**src/rtl/pbpzf_ram.sv**
```systemverilog
`default_nettype none

module pbpzf_ram
#(
    parameter int WIDTH = 64,
    parameter int DEPTH = 32,
    localparam int AW = (DEPTH > 1) ? $clog2(DEPTH) : 1
)
(
    input  wire             clk,
    input  wire             wr_en,
    input  wire [AW-1:0]    wr_addr,
    input  wire [WIDTH-1:0] wr_data,
    input  wire             rd_en,
    input  wire [AW-1:0]    rd_addr,
    output logic [WIDTH-1:0] rd_data
);

    logic [WIDTH-1:0] mem [DEPTH];

    // One write port, one registered read port
    always_ff @(posedge clk)
    begin
        if (wr_en)
        begin
            mem[wr_addr] <= wr_data;
        end
        if (rd_en)
        begin
            rd_data <= mem[rd_addr];
        end
    end

endmodule

`default_nettype wire

```
**config.mk**
```make
export PLATFORM = sky130hd
export DESIGN_NAME = pbpzf_ram
export DESIGN_NICKNAME = d
export VERILOG_FILES = /design/src/rtl/pbpzf_ram.sv
export SDC_FILE = /design/constraint.sdc
export NUM_CORES = 2
export LEC_CHECK = 0
export BUFFER_PORTS_ARGS = -buffer_cell sky130_fd_sc_hd__buf_2
export CAP_MARGIN = 40
export CORE_ASPECT_RATIO = 1.4
export CORE_MARGIN = 1
export CORE_UTILIZATION = 67
export DETAILED_ROUTE_END_ITERATION = 7
export GPL_ROUTABILITY_DRIVEN = 0
export PLACE_DENSITY = 0.95
export SKIP_CTS_REPAIR_TIMING = 1
export SLEW_MARGIN = 20
export SYNTH_ARGS = -nofsm -noshare
export SYNTH_HDL_FRONTEND = slang
export SYNTH_SLANG_ARGS = --single-unit
```
**constraint.sdc**
```tcl
create_clock -name clk -period 9 [get_ports clk]
set_clock_uncertainty 0.05 [all_clocks]
set_input_delay 1.35 -clock clk [delete_from_list [all_inputs] [get_ports clk]]
set_output_delay 1.35 -clock clk [all_outputs]
set_load 0.05 [all_outputs]
```
After elaboration in Yosys (flattened, before gate mapping):

Memories as Yosys holds them, arrays and structs flattened. A register that Yosys moved wholly into a read port is not among the register bits.
Index checks and enable logic that the tools add are counted.

* bits in registers: 0
* bits in writable memories: 2048
* input bits: 77
* output and inout port bits: 64
* logic and storage cells: 3
* memories kept: 1

Memories
* mem: depth 32, width 64, rd ports 1, clocked after memory_dff 1, wr ports 1, line 19 `logic [WIDTH-1:0] mem [DEPTH];`

* mux-type cells: 2

Operators by type and width (count)
* $mux 1: 2

Depth between registers and ports, before layout:

* depth after elaboration: 2
* gate-level depth with buffers: 9

Least setup slack after synthesis:

Ideal clock, no wire load.

* path type: input to register
* start: input port wr_addr[1]
* end: memory mem[12][0], enable pin
* setup time: 0.486 ns
* arrival time: 4.686 ns
* required time: 8.464 ns
* setup slack: 3.778 ns
* stages on the path: 3
* cell sequence: or3b_2 > clkbuf_1 > nor2_1

RTL lines
* from (decl): line 12 `input wire [AW-1:0] wr_addr,`
* to (decl): line 19

No word-level cell before the write port.

Final worst setup path:

* start: input port wr_addr[1]
* end: memory mem[23][19], enable pin

No word-level cell before the write port.

==> results.yml <==
drt:
  via_per_inst: 7.99
  firstDrtPassIters: 7
  drtAntennaViolNets: 0
  dr_total_vias: 41000
  post_drt_wl_per_cell_um: 48.1
  drtIter0Drc: 8561
  totalWireLength_mm: 247
  drcViolationCount: 0
place:
  placed_area_um2: 83200
  io_buffer_count: 140
  hpwl_mm: 115
worst_setup_path:
  critPathKind: "in2reg"
  arrival_ns: 4.63
  crit_fanout: 28
  start_kind: "primary input"
  critPathCaptureType: "flop"
  crit_required_ns: 9.41
clock_network:
  clock-sinks: 2112
  cts.reportedPaths.clkPinSlew_ns: 0.07
  clock_path_buffers: 3
  cts_root_buffer: "clkbuf_16"
  htreeDepth: 4
  cts_tree: "yes"
  clk_latency_ns: 0.84
  cts_buffers: 179
timing:
  max_slew.worst_pin.slew_ns: 1.09
  maxSlewHeadroom_pct: 27.6
  final-hold-violation-count: 0
  setup_viol: 0
  min_period_ns: 4.22
  min_period_over_period_pct: 46.9
  fmax_ghz: 0.237
  rsz0062_at_grt: "false"
  final_max_slew_viol_count: 0
  holdWs_ns: 0.922
  setup_tns_ns: 0
global_route:
  grt_pass1_vias: 40700
  grtUsageMet2_pct: 62.9
  grt_max_degree: 141
  grt_pass1_wl_mm: 328
  grt_usage_pct: 40.4
  use_met1_pct: 52.7
  grtUsageMet3_pct: 9.81
  antenna_found_initial: 23
  busiest_layer: "met2"
  grt-ovfl-total: 0
finish:
  layout_commonest_cell: "edfxtp_1"
  drive_gt1_share_pct: 35.1
  final_core_util_pct: 76.1
  fillers: 5469
  final_cell_mix: "2112 x edfxtp_1, 602 x mux4_2, 185 x clkbuf_16"
  synthToLayoutAreaGrowth_pct: 12.7
  post-route-cell-area_um2: 89700
  nets: 3456
logic_synthesis:
  synth_edf_count: 2112
  synth_warnings: 0
  ys_seq_area_share_pct: 79.7
  synth_simple_gate_area_share_pct: 0.376
  ys_async_sr_fraction_pct: 0
  synth_xor_area_share_pct: 0
  syn_inst: 3097
  yosysUniqueCellTypes: 30
  synth_ff_type: "edfxtp_1"
  avgSynthCellArea_um2: 25.7
  synth_mux_area_share_pct: 18.6
  synth_nets: 3174
  synthAdderAreaFrac_pct: 0
  synth_seq_cells: 2112
  synth-compound-area-share_pct: 0.462
  synth_top_family_by_area: "multiplexers"
  syn_area_um2: 79600
floorplan:
  row_count: 149
  die_h_um: 410
  ios: 141
  dieArea_um2: 120000
  die_w_um: 293
  coreArea_um2: 118000
  initial_core_util_pct: 67.6
run_status:
  status: "finished, final reports clean"
pwr:
  ir_worst_vdd_mv: 0.304
  power.total_mw: 20.6
  p_leak_nw: 28.0
  power_density_nw_per_um2: 229
hold_path:
  hold_path_class: "reg2reg"
flow_run:
  maxCapViolCount: 0
## cells by family after synthesis
family          count (synthesis)
flops                        2112
mux                           714
buf+inv                       157
simple gates                   64
compound gates                 50
## sequential cells by signal, summed over array words and instances (netlist names)
name,count
mem,2048
rd_data,64
## through the flow
| step | instances | setup slack (ns) |
|---|---|---|
| 2_1_floorplan | 3097 | 3.78 |
| 4_1_cts | 5097 | 4.82 |
| 6_report | 5135 | 4.78 |
| 5_1_grt | 5124 | 4.92 |
| 3_3_place_gp | 4731 | 4.21 |
| 3_5_place_dp | 4764 | 4.07 |
## power by group
| group | total, mW | internal [mW] | switching [mW] |
|---|---|---|---|
| logic | 1.12 | 0.415 | 0.700 |
| registers | 11.0 | 11.0 | 0.0727 |
| clock network | 8.41 | 4.56 | 3.85 |
## synth_stat cells, types with 2 or more instances
library cell / n / area share (%)
a211oi_1: 3 / 0.028
buf_4: 14 / 0.13
o31a_1: 3 / 0.033
buf_2: 65 / 0.41
a22oi_1: 3 / 0.028
or3b_2: 2 / 0.022
o2bb2ai_1: 3 / 0.033
o22ai_1: 10 / 0.079
mux2i_1: 38 / 0.48
and2_1: 3 / 0.024
nor2_1: 41 / 0.19
nor2b_1: 4 / 0.031
nand3b_1: 5 / 0.047
a221oi_1: 12 / 0.13
nand2b_1: 2 / 0.016
o221ai_1: 3 / 0.033
edfxtp_1: 2112 / 80
mux4_2: 602 / 17
buf_1: 19 / 0.090
nand2_1: 3 / 0.014
o21ai_0: 9 / 0.057
o211ai_1: 3 / 0.028
clkbuf_1: 55 / 0.26
buf_6: 3 / 0.042
mux2_2: 74 / 1.0
nand3_1: 2 / 0.013
## area by class of cell
| type | count | area [um2] | share of cell area [%] |
|---|---|---|---|
| Antenna cell | 19 | 47.5 | 0.0530 |
| Clock buffer | 211 | 4730 | 5.27 |
| Clock inverter | 122 | 1360 | 1.52 |
| Inverter | 1 | 3.75 | 0.00419 |
| Multi-Input combinational cell | 828 | 15700 | 17.5 |
| Sequential cell | 2112 | 63400 | 70.7 |
| Tap cell | 1585 | 1980 | 2.21 |
| Timing Repair Buffer | 257 | 2460 | 2.75 |
## metal layers
metal / vias to the layer above / routed length (um)
li1: 14100 / -
met1: 20600 / 71900
met5: - / 73
met4: 12 / 20900
met2: 5003 / 118000
met3: 1294 / 36800
## critical path: stages
cell	delay [ns]
buf_2	0.18
nand3_1	0.51
buf_6	0.37
nor2_4	0.72
buf_4	0.65
buf_4	0.75
## worst paths after layout
| kind | from | endpoint | slack (ns) | depth (start not counted) |
|---|---|---|---|---|
| hold reg to reg | mem[20][46] | rd_data[46] | 0.92 | 4 |
| hold / removal | mem[20][46] | rd_data[46] | 0.92 | 4 |
| setup / recovery | wr_addr[1] | mem[23][19] | 4.78 | 6 |
| setup reg to reg | mem[14][58] | rd_data[58] | 6.74 | 3 |
No activity file was read; power rests on OpenSTA's default activity.
